===== config.mk =====
export PLATFORM = sky130hd
export DESIGN_NAME = tmtw_ram
export DESIGN_NICKNAME = d
export VERILOG_FILES = /design/src/tmtw_ram.sv
export SDC_FILE = /design/constraint.sdc
export NUM_CORES = 1
export LEC_CHECK = 0
export BUFFER_PORTS_ARGS = -buffer_cell sky130_fd_sc_hd__buf_2
export CELL_PAD_IN_SITES_DETAIL_PLACEMENT = 0
export CELL_PAD_IN_SITES_GLOBAL_PLACEMENT = 1
export CORE_MARGIN = 1
export CORE_UTILIZATION = 45
export DETAILED_ROUTE_END_ITERATION = 10
export GPL_ROUTABILITY_DRIVEN = 0
export GPL_TIMING_DRIVEN = 1
export PLACE_DENSITY_LB_ADDON = 0.1
export SYNTH_ARGS = -nofsm -noshare
export SYNTH_HDL_FRONTEND = slang
export SYNTH_SLANG_ARGS = --single-unit

===== constraint.sdc =====
create_clock -name clk -period 4.6 [get_ports clk]
set_input_delay 0.23 -clock clk [delete_from_list [all_inputs] [get_ports clk]]
set_output_delay 0.23 -clock clk [all_outputs]
set_load 0.05 [all_outputs]

===== src/tmtw_ram.sv =====
// Generic single-write, single-read synchronous RAM with registered read data.
// Depends on nothing.
`timescale 1ns / 1ps

module tmtw_ram #(
    parameter int WIDTH = 32,
    parameter int DEPTH = 16
) (
    input  logic                     clk,
    input  logic                     we,
    input  logic [$clog2(DEPTH)-1:0] waddr,
    input  logic [WIDTH-1:0]         wdata,
    input  logic [$clog2(DEPTH)-1:0] raddr,
    output logic [WIDTH-1:0]         rdata
);

    logic [WIDTH-1:0] mem [DEPTH];

    always_ff @(posedge clk)
    begin
        if (we)
        begin
            mem[waddr] <= wdata;
        end
        rdata <= mem[raddr];
    end

endmodule


Word-level counts from Yosys, hierarchy flattened

Memory sizes are Yosys's and may differ from the RTL's. A register that Yosys moved wholly into a read port is not among the register bits.
Cells that the tools add are included.

Bits in registers: 0
Bits in latches: 0
Bits in writable memories: 512
Memory bits (read-only): 0
Output and inout bits: 32
Memories: 1

Memory list:

| name | words | bits a word | rd ports | clocked after Yosys merged registers in | write ports | RTL line | RTL |
|---|---|---|---|---|---|---|---|
| mem  | 16    | 32          | 1        | 1                                       | 1           | 17       | `logic [WIDTH-1:0] mem [DEPTH];` |

Add/sub/neg operators: 0
Multiply operators: 0
Div/mod/pow operators: 0
Order comparisons: 0
Equality and inequality tests: 0
Shift operators: 0
Multiplexer cells: 2
Bitwise logic cells: 0
Reductions and logical operators: 0

Operators with widths:

| kind   | count |
|---|---|
| $mux 1 | 2 |

Logic depth before layout (Yosys ltp)

Depth after elaboration: 2
Mapped depth: 5
Depth with buffers taken out: 3

Worst setup path before layout

No wires, ideal clock.

Path kind: in2reg
Start: input waddr[2]
End: memory mem[0][0], enable pin
Setup time: 0.461 ns
Data arrival time: 2.948 ns
Setup slack: 1.190 ns
Stages: 2
Cell sequence: or3b_2 > nor3_1

RTL lines:

| what            | RTL line | RTL |
|---|---|---|
| start, declared | 11       | `input logic [$clog2(DEPTH)-1:0] waddr,` |
| end, declared   | 17       |  |

No word-level cell before the write port.

==> impl_metrics.csv <==
group,metric,value,unit
power,vdd_drop_max,0.2929,mV
drt,wl_per_cell,28.53,um
worst_setup_path,cp.arrival,2410,ps
layout,drive_above_1_share,0.3297,
timing,min_period,1942,ps
drt,initialDrtViolationCount,664,
floorplanning,std_cell_rows,76,
placement,port_buffers,73,
timing,setup_viol,0,
grt,grt_max_degree,76,
timing,slew_viol_final,0,
layout,area_growth,16.23,%
timing,max_slew_margin,0.2015,
layout,fin_area,0.02308,mm2
placement,dpl.hpwl,23.59,mm
clocking,clkLatencyLatePin,590,ps
floorplanning,pin_count,74,
drt,firstDrtPassIters,5,
grt,grt_pass1_wl,67.03,mm
clocking,ctsResizeCount,0,
drt,vias_per_cell,5.725,
worst_setup_path,critPathLaunchType,"input pin",
layout,instances_no_fill,1592,
power,p_leak,7.412,nW
worst_setup_path,cp-end-kind,"flip-flop",
worst_hold_path,hold_path_class,"in -> reg",
placement,placed_area,0.02107,mm2
worst_hold_path,min_from,"wdata[13]",
floorplanning,die_y,212.0,um
clocking,root_buffer,"clkbuf_16",
timing,hold_violations,0,
drt,routed_wl,45.42,mm
power,power_density,464.8,mW/mm2
placement,placedCellCount,1476,
clocking,clkTransAtPathRegs,60,ps
timing,finalCritPeriodShare,0.4221,
synth,synth-seq-cells,544,
synth,yosysSeqAreaShare,0.8067,
timing,grt_setup_unrepaired,"false",
clocking,cts_setup_buffers,0,
timing,max_freq,515.0,MHz
synth,syn-cell-area,0.01985,mm2
synth,syn_nets,880,
clocking,cts-htree-levels,2,
worst_setup_path,crit_start,"raddr[0]",
drt,route.vias.total,9114,
floorplanning,core-area,0.04327,mm2
grt,grt_overflow,0,
timing,worstMarginPinSlew,1195,ps
grt,grt_pass1_vias,9918,
clocking,cts.sinks,544,
synth,ys_warn_count,0,
drt,final_antenna_net_count,0,
synth,synth_cells,838,
clocking,clock_path_buffers,3,
worst_setup_path,crit_fanout,75,
layout,fin_nets,1003,
grt,grt_antenna_before_repair,1,
floorplanning,start_util,0.4589,
layout,antenna_cells,0,
floorplanning,fp.dieArea,0.04496,mm2
run,maxCapViolCount,0,
clocking,cts_inserted_buffers,54,
drt,drc,0,
grt,grt_use_total,0.2127,
worst_setup_path,r2r_start,"mem[7][1]",
worst_setup_path,crit_type,"in -> reg",
worst_setup_path,cp.required,5070,ps
floorplanning,fp.dieW,212.0,um
synth,ys_types,18,
status,status,"completed",
clocking,cts_tree,"built",
synth,syn_area_per_cell,23.69,um2
timing,worst_clock_skew,6.717,ps
timing,fin_setup_tns,0,ps
## synthesized netlist by cell type
master | instances | share of area
or3b_2 | 1 | 0.00044
nand2_1 | 33 | 0.0062
nand3_1 | 1 | 0.00025
nor3_1 | 4 | 0.0010
and2_1 | 1 | 0.00032
nor2_1 | 13 | 0.0025
mux4_2 | 128 | 0.15
a22oi_1 | 64 | 0.024
dfxtp_1 | 32 | 0.032
nor2b_1 | 2 | 0.00063
buf_2 | 4 | 0.0010
nand3b_1 | 2 | 0.00076
buf_6 | 2 | 0.0011
nand2b_1 | 2 | 0.00063
clkbuf_1 | 17 | 0.0032
edfxtp_1 | 512 | 0.77
buf_4 | 11 | 0.0042
buf_1 | 9 | 0.0017
## stage by stage
step,setup slack [ps],hold slack (ps),util,total power [mW]
finish,2658,26.74,0.5333,10.73
global route,2444,25.51,0.5333,11.06
CTS,2627,2.242,0.5333,10.83
detailed placement,2003,617.7,0.4870,6.289
global placement,1988,580.5,0.4870,6.269
floorplan,1190,328.9,-,6.055
## routing by layer
layer	vias to the layer above	routed length, um	track usage
li1	3826	-	-
met1	4939	19500	0.2999
met2	266	22480	0.3438
met3	81	2264	0.03102
met4	2	1165	0.06972
met5	-	13	0
## power by group
part	internal [mW]	switching (mW)	total [mW]
clock	2.72	1.83	4.55
combinational	0.205	0.402	0.607
sequential	5.54	0.0325	5.57
total	8.46	2.26	10.7
## flip-flops by register name (all words and copies together), names as in the netlist
signal and flops:
mem 512, rdata 32
## layout by cell type, fill, tap and decap left out
cell type | synthesis | final
clkinvlp_4 | 0 | 7
clkinv_1 | 0 | 6
a22oi_1 | 64 | 64
nor2_4 | 0 | 13
clkinv_4 | 0 | 1
nand3_1 | 1 | 1
buf_12 | 0 | 2
dlygate4sd3_1 | 0 | 14
clkbuf_8 | 0 | 5
and2_2 | 0 | 1
bufinv_16 | 0 | 7
clkinv_2 | 0 | 11
buf_2 | 4 | 71
nor2b_4 | 0 | 2
buf_4 | 11 | 22
dfxtp_1 | 32 | 32
clkbuf_16 | 0 | 57
or3b_2 | 1 | 1
clkbuf_1 | 17 | 9
nor3_2 | 0 | 4
nand2b_1 | 2 | 2
nand3b_1 | 2 | 2
nand2_1 | 33 | 33
mux4_2 | 128 | 128
edfxtp_1 | 512 | 512
## cell type report
| class | count | area, um2 |
|---|---|---|
| clock buffer | 70 | 1515 |
| clock inverter | 32 | 349.1 |
| fill | 3335 | 20190 |
| multi-input combinational | 251 | 3750 |
| sequential | 544 | 16020 |
| tap | 585 | 732.0 |
| timing repair buffer | 110 | 714.4 |
## cells by family after synthesis
kind of cell	after synthesis	share of synthesized area
buffers and inverters	43	0.01122
muxes	128	0.1452
DFF	544	0.8067
AOI/OAI and AO/OA	64	0.02420
and+or+nand+nor	59	0.01273
## repair_timing
action	in CTS	in global routing
hold buffers	14	0
endpoints found under the setup margin	0	0
endpoints found under the hold margin	175	0
## worst max-delay path, cell delays in order
cell,delay (ps)
clkbuf_8,710
buf_4,520
mux4_2,560
a22oi_1,200
nand2_1,80
## path summary, 6_finish.rpt
path / end / slack (ps) / cells past startpoint
setup / recovery: rdata[12] / 2660 / 5
hold / removal: mem[9][13] / 30 / 1
setup reg to reg: rdata[1] / 3200 / 3
hold reg to reg: rdata[20] / 680 / 3
No activity file was read; power rests on OpenSTA's default activity.
