--- src/tmtw_pkg.sv ---
// Shared types, codes and arithmetic helpers for the tempo map time warp block.
// Used by the top level and by the serial divider; depends on nothing else.
`timescale 1ns / 1ps

package tmtw_pkg;

    localparam int TIME_W       = 32;
    localparam int TEMPO_W      = 24;
    localparam int EXT_W        = 32;
    localparam int SCALE_W      = 24;
    localparam int OP_W         = 2;
    localparam int STATUS_W     = 2;
    localparam int CFG_IDX_W    = 2;
    localparam int DIV_W        = 48;
    localparam int DIV_CNT_W    = 6;
    localparam int MAX_POINTS_DEF = 16;

    localparam logic [TEMPO_W-1:0] ONE_TEMPO   = 24'h010000;
    localparam logic [TEMPO_W-1:0] TEMPO_LIMIT = 24'hFFFFFF;
    localparam logic [EXT_W-1:0]   WORD_LIMIT  = 32'hFFFFFFFF;

    localparam logic [SCALE_W-1:0] UNIT_SCALE_RESET    = 24'd4096;
    localparam logic [TEMPO_W-1:0] INITIAL_TEMPO_RESET = 24'd65536;

    localparam logic [OP_W-1:0] OP_ADD     = 2'd0;
    localparam logic [OP_W-1:0] OP_DELETE  = 2'd1;
    localparam logic [OP_W-1:0] OP_FORWARD = 2'd2;
    localparam logic [OP_W-1:0] OP_REVERSE = 2'd3;

    localparam logic [STATUS_W-1:0] ST_OK        = 2'd0;
    localparam logic [STATUS_W-1:0] ST_NOT_FOUND = 2'd1;
    localparam logic [STATUS_W-1:0] ST_FULL      = 2'd2;
    localparam logic [STATUS_W-1:0] ST_LAST      = 2'd3;

    localparam logic [CFG_IDX_W-1:0] REG_UNIT_SCALE    = 2'd0;
    localparam logic [CFG_IDX_W-1:0] REG_INITIAL_TEMPO = 2'd1;

    typedef struct packed {
        logic             start;
        logic [DIV_W-1:0] dividend;
        logic [TEMPO_W-1:0] divisor;
    } div_req_t;

    function automatic logic [EXT_W-1:0] sat_word(input logic [63:0] v);
        sat_word = (v[63:32] != 32'd0) ? WORD_LIMIT : v[31:0];
    endfunction

    function automatic logic [TEMPO_W-1:0] clamp_tempo(input logic [DIV_W-1:0] q);
        logic [TEMPO_W-1:0] r;
        if (q[DIV_W-1:TEMPO_W] != '0) r = TEMPO_LIMIT;
        else if (q == '0)             r = 24'd1;
        else                          r = q[TEMPO_W-1:0];
        clamp_tempo = r;
    endfunction

    function automatic logic [EXT_W-1:0] scale_mul(input logic [TEMPO_W-1:0] t,
                                                   input logic [SCALE_W-2:0] s);
        logic [TEMPO_W+SCALE_W-2:0] p;
        p = t * s;
        scale_mul = sat_word(64'(p[TEMPO_W+SCALE_W-2:12]));
    endfunction

endpackage

--- src/tmtw_div.sv ---
// Restoring serial divider, one quotient bit per cycle.
// Depends on tmtw_pkg.
`timescale 1ns / 1ps

module tmtw_div (
    input  logic                             clk,
    input  logic                             rst_n,
    input  tmtw_pkg::div_req_t               req,
    output logic                             done,
    output logic [tmtw_pkg::DIV_W-1:0]       quotient
);

    logic                               busy_reg, busy_next;
    logic                               done_reg, done_next;
    logic [tmtw_pkg::DIV_CNT_W-1:0]     cnt_reg, cnt_next;
    logic [tmtw_pkg::TEMPO_W-1:0]       rem_reg, rem_next;
    logic [tmtw_pkg::DIV_W-1:0]         quo_reg, quo_next;
    logic [tmtw_pkg::TEMPO_W-1:0]       dvs_reg, dvs_next;
    logic [tmtw_pkg::TEMPO_W:0]         rem_shift;
    logic [tmtw_pkg::TEMPO_W+1:0]       diff;
    logic                               ge;

    assign rem_shift = {rem_reg, quo_reg[tmtw_pkg::DIV_W-1]};
    assign diff      = {1'b0, rem_shift} - {2'b00, dvs_reg};
    assign ge        = !diff[tmtw_pkg::TEMPO_W+1];

    always_comb
    begin
        busy_next = busy_reg;
        done_next = 1'b0;
        cnt_next  = cnt_reg;
        rem_next  = rem_reg;
        quo_next  = quo_reg;
        dvs_next  = dvs_reg;
        if (req.start)
        begin
            busy_next = 1'b1;
            cnt_next  = '0;
            rem_next  = '0;
            quo_next  = req.dividend;
            dvs_next  = req.divisor;
        end
        else if (busy_reg)
        begin
            rem_next = ge ? diff[tmtw_pkg::TEMPO_W-1:0] : rem_shift[tmtw_pkg::TEMPO_W-1:0];
            quo_next = {quo_reg[tmtw_pkg::DIV_W-2:0], ge};
            cnt_next = cnt_reg + 1'b1;
            if (cnt_reg == tmtw_pkg::DIV_CNT_W'(tmtw_pkg::DIV_W - 1))
            begin
                busy_next = 1'b0;
                done_next = 1'b1;
            end
        end
    end

    always_ff @(posedge clk or negedge rst_n)
    begin
        if (!rst_n)
        begin
            busy_reg <= 1'b0;
            done_reg <= 1'b0;
        end
        else
        begin
            busy_reg <= busy_next;
            done_reg <= done_next;
        end
    end

    always_ff @(posedge clk)
    begin
        cnt_reg <= cnt_next;
        rem_reg <= rem_next;
        quo_reg <= quo_next;
        dvs_reg <= dvs_next;
    end

    assign done     = done_reg;
    assign quotient = quo_reg;

endmodule

--- config.mk ---
export PLATFORM = sky130hd
export DESIGN_NAME = tmtw_div
export DESIGN_NICKNAME = d
export VERILOG_FILES = /design/src/tmtw_pkg.sv /design/src/tmtw_div.sv
export SDC_FILE = /design/constraint.sdc
export NUM_CORES = 1
export LEC_CHECK = 0
export BUFFER_PORTS_ARGS = -buffer_cell sky130_fd_sc_hd__clkbuf_2
export CAP_MARGIN = 20
export CORE_MARGIN = 5
export CORE_UTILIZATION = 55
export DETAILED_ROUTE_END_ITERATION = 7
export PLACE_DENSITY_LB_ADDON = 0.2
export SKIP_LAST_GASP = 1
export SYNTH_ARGS = -nofsm -noshare
export SYNTH_HDL_FRONTEND = slang
export SYNTH_SLANG_ARGS = --single-unit
export TNS_END_PERCENT = 100
--- constraint.sdc ---
create_clock -name clk -period 3.4 [get_ports clk]
set_input_delay 0.17 -clock clk [delete_from_list [all_inputs] [get_ports clk]]
set_output_delay 0.17 -clock clk [all_outputs]
set_load 0.01 [all_outputs]
Word-level counts from Yosys, hierarchy flattened:

Index checks and enable logic that the tools add are counted.

* register bits: 104
* output and inout bits: 49
* word-level logic and storage cells: 20

* $add $sub $neg: 2
* equality and inequality tests: 1
* multiplexer cells: 9
* reductions and logical operators: 2

Operator list (count)
* two-way mux 48 bit: 2
* subtractor 25 x 24 -> 26 bit: 1
* two-way mux 24 bit: 1
* adder 6 x 1 -> 6 bit, second input constant: 1
* equality test 6 bit, second input constant: 1
* two-way mux 1 bit: 6
* nonzero test 2 bit: 1
* logical NOT 1 bit: 1

Logic depth before layout (Yosys ltp):

* depth in word-level cells: 4
* gate-level depth with buffers: 11

Worst setup path before layout:

Ideal clock, no wire load.

* path kind: register to register
* start point: register dvs_reg[18] (netlist bit)
* end point: register quo_reg, in the netlist quotient[0] (data pin)
* setup time: 0.260 ns
* data arrival time: 2.269 ns
* slack: 0.871 ns
* stages on the path, launching flop included: 11
* buffers on the path: 2
* period minus slack after synthesis: 2.529 ns
* path through: edfxtp_1 inv_1 ha_1 buf_6 a211oi_2 nor3b_1 o41a_1 o41ai_4 a21oi_2 buf_2 mux2_2

* longest elaborated chain between the ends: 4

Ends and longest elaborated chain
* start: declaration: line tmtw_div.sv:18 `logic [tmtw_pkg::TEMPO_W-1:0] dvs_reg, dvs_next;`
* start signal: assignment: line tmtw_div.sv:75 `dvs_reg <= dvs_next;`
* subtractor 25 x 24 -> 26 bit: line tmtw_div.sv:24 `assign diff = {1'b0, rem_shift} - {2'b00, dvs_reg};`
* logical NOT 1 bit: line tmtw_div.sv:25 `assign ge = !diff[tmtw_pkg::TEMPO_W+1];`
* two-way mux 48 bit: line tmtw_div.sv:43 `else if (busy_reg)`
* two-way mux 48 bit: line tmtw_div.sv:35 `if (req.start)`
* named net quo_next (one bit): line tmtw_div.sv:17 `logic [tmtw_pkg::DIV_W-1:0] quo_reg, quo_next;`
* end signal: assignment: line tmtw_div.sv:74 `quo_reg <= quo_next;`
* end: declaration: line tmtw_div.sv:17

The timed path passes the listed nets, and every way through them passes these cells. The select of a mux whose other input is x is not followed.
A chain may end at the register's enable or synchronous reset.

Worst setup path after layout:

* start point: register dvs_reg[18] (netlist bit)
* end point: register rem_reg[0] (netlist bit)

* longest elaborated chain between the ends: 2

Ends and longest elaborated chain
* subtractor 25 x 24 -> 26 bit: line tmtw_div.sv:24
* two-way mux 24 bit: line tmtw_div.sv:45 `rem_next = ge ? diff[tmtw_pkg::TEMPO_W-1:0] : rem_shift[tmtw_pkg::TEMPO_W-1:0];`
* end signal: assignment: line tmtw_div.sv:73 `rem_reg <= rem_next;`
* end: declaration: line tmtw_div.sv:16 `logic [tmtw_pkg::TEMPO_W-1:0] rem_reg, rem_next;`

Every way passes these cells.

==> results.json <==
{
  "run_status": "finished, final reports clean",
  "ys_async_sr_fraction_pct": 1.92,
  "final_cell_area_um2": 6710,
  "die_width_um": 111,
  "die_h_um": 111,
  "crit_path_start": "dvs_reg[18]$_DFFE_PP_",
  "fillers": 780,
  "synth_top_family_by_area": "compound AO/OA/AOI/OAI gates",
  "place.gp.congestion": 0.886,
  "clk_pin_slew_worst_paths_ps": 100,
  "antenna_found_initial": 0,
  "worst_pin_slew_ps": 988,
  "drt-total-wl_um": 11900,
  "use_met3_pct": 7.77,
  "clockBufferDepth": 2,
  "ios": 124,
  "p_per_area_nw_per_um2": 390,
  "ant_nets": 0,
  "yosys.area_share.simple_pct": 10.7,
  "grtUsageMet1_pct": 24.3,
  "synth_seq_area_share_pct": 50.6,
  "crit_fanout": 24,
  "crit_chain": "inv_1 -> ha_1 -> a211oi_2 -> nor3b_1 -> o41a_1 -> o41ai_4 -> a21o_4 -> mux2_2 -> a211oi_1",
  "fin_setup_tns_ps": 0,
  "ys.flop_type": "edfxtp_1",
  "vdd_ir_drop_max_v": 0.000361,
  "cts.sinks": 104,
  "post_cts_resized": 0,
  "dp.cells": 728,
  "min_from": "req[33]",
  "setup_viol": 0,
  "nNetsFinal": 732,
  "ys_types": 61,
  "h-tree-depth": 3,
  "area_delta_synth_final_pct": 20.8,
  "antennaDiodeCount": 0,
  "leakage_nw": 2.84,
  "post_drt_wl_per_cell_um": 15.5,
  "synthXorXnorAreaFrac_pct": 2.84,
  "r2r_setup_slack_ps": 560,
  "grt_setup_unrepaired": "false",
  "synth_edf_count": 72,
  "syn_area_um2": 5560,
  "clock_skew_ps": 17.4,
  "slowest_delay_ps": 380,
  "synth_fa_ha_area_share_pct": 5.99,
  "dp_slack_ps": 589,
  "ys_warn_count": 0,
  "synthCells": 487,
  "worstSetupPathType": "reg -> reg",
  "routed-via-count": 4228,
  "crit_path_end_kind": "flip-flop",
  "gr-usage-all-layers_pct": 20.0,
  "crit_required_ps": 3700,
  "clk-insertion-delay-late_ps": 390,
  "dr.pass1.iters": 4,
  "root_buffer": "clkbuf_8",
  "cts_buffers": 9,
  "synth.avg_cell_area_um2": 11.4,
  "muxShareOfSynthArea_pct": 10.3,
  "synth_seq_cells": 104,
  "core_area_um2": 9820,
  "slowest_stage": "ha_1",
  "fin_util_pct": 68.4,
  "largest_reg_flops": 48,
  "hold_viol": 0,
  "syn_nets": 588,
  "place_area_um2": 6280,
  "grt_pass1_wl_um": 20400,
  "hold_class": "in -> reg",
  "finalWorstSetupSlack_ps": 562,
  "use_met2_pct": 33.2,
  "grt_max_degree": 56,
  "drt_drc_violations_left": 0,
  "io_buffers": 123,
  "rr_startpoint": "dvs_reg[18]$_DFFE_PP_",
  "fin_cells": 769,
  "grt_pass1_vias": 4385,
  "busiest_layer": "met2",
  "fmax_mhz": 352,
  "max_slew_margin_pct": 34.0,
  "first_iter_violations": 181,
  "p_total_mw": 2.62,
  "hpwl_um": 8700,
  "drv_cap": 0,
  "cts_tree": "built",
  "viasPerCell": 5.50,
  "initial_utilization_pct": 56.6,
  "dieArea_um2": 12200,
  "cp-start-kind": "flip-flop",
  "period_share_pct": 83.5,
  "final_layout_size_suffix_gt1_share_pct": 33.0,
  "fin_crit_ps": 2840,
  "grt_remaining_overflow": 0,
  "worst_ep_arrival_time_ps": 3140,
  "synth_compound_area_share_pct": 15.5,
  "row_count": 36,
  "whs_ps": 79.9,
  "slew_violations": 0
}
==> worst max-delay path, delay by kind of cell (launching register included) <==
kind	cells	cell delay, ps
AO/OA/AOI/OAI	5	1520
adder cells (fa/ha/maj)	1	380
buffers and inverters	1	50
flip-flops	1	350
multiplexers	1	370
AND/OR/NAND/NOR	1	80
==> power by group <==
part           internal [mW]  total [mW]  switching [mW]
Combinational          0.201       0.398           0.198
Clock                  0.292       0.717           0.425
Sequential              1.46        1.50          0.0469
==> final timing paths <==
kind / to / depth (start not counted)
max: rem_reg[0]$_SDFFE_PP0P_ / 9
min: quotient[9]$_DFFE_PP_ / 2
max reg2reg: rem_reg[0]$_SDFFE_PP0P_ / 9
min reg2reg: cnt_reg[5]$_SDFFE_PP0P_ / 2
max in group asynchronous: busy_reg$_DFF_PN0_ / 2
min in group asynchronous: done$_DFF_PN0_ / 2
==> cell type report <==
cell class,instances,area [µm²],area share (%)
sequential,104,2810,41.9
multi-input combinational,329,2520,37.5
timing repair buffer,153,906,13.5
tap,133,166,2.48
clock buffer,11,141,2.11
inverter,34,128,1.90
clock inverter,5,38.8,0.578
==> cells in the final DEF, fill, tap and decap left out, drive strengths merged, types with 3 or more instances in the layout <==
cell type      n
inv           35
a211oi         4
nor2          42
o21a           7
nand2         41
edfxtp        72
buf            6
xnor2         10
a311oi        15
nand3          7
xor2           8
o21bai         3
ha            25
a21o           7
nor3           5
clkinv         3
o21ai         19
nand4          7
nor3b          8
and2           3
a31oi          5
a41oi          6
clkbuf       133
dfxtp         30
dlygate4sd3   25
o211ai         6
or3            4
a21oi         17
mux2          50
==> logic make-up (layout without fill, tap and decap cells) <==
group,after synthesis,in the layout
buffers and inverters,54,203
AOI/OAI and AO/OA,107,107
DFF,104,104
and+or+nand+nor,127,127
adders and majority gates,26,26
muxes,51,51
xor gates and xnor gates,18,18
==> per-layer routing <==
metal	part of all wire (%)	wire length [µm]
met4	1.2	141
met2	49	5810
met3	7.8	927
met5	0	0
met1	42	5070
==> synthesized netlist by cell type, types with 10 or more instances <==
cell	instances	share of area, %
a21oi_1	15	1.4
a311oi_2	11	3.0
clkbuf_1	14	0.95
dfxtp_1	30	11
edfxtp_1	72	39
ha_1	25	5.6
inv_1	33	2.2
mux2_2	49	9.9
nand2_1	41	2.8
nor2_1	42	2.8
o21ai_0	17	1.5
xnor2_1	10	1.6
==> what timing repair did <==
action                                 4_1_cts  5_1_grt
hold buffers                                25        0
endpoints found under the hold margin       26        0
buffers inserted                             0        0
(Power assumes the default switching activity.)
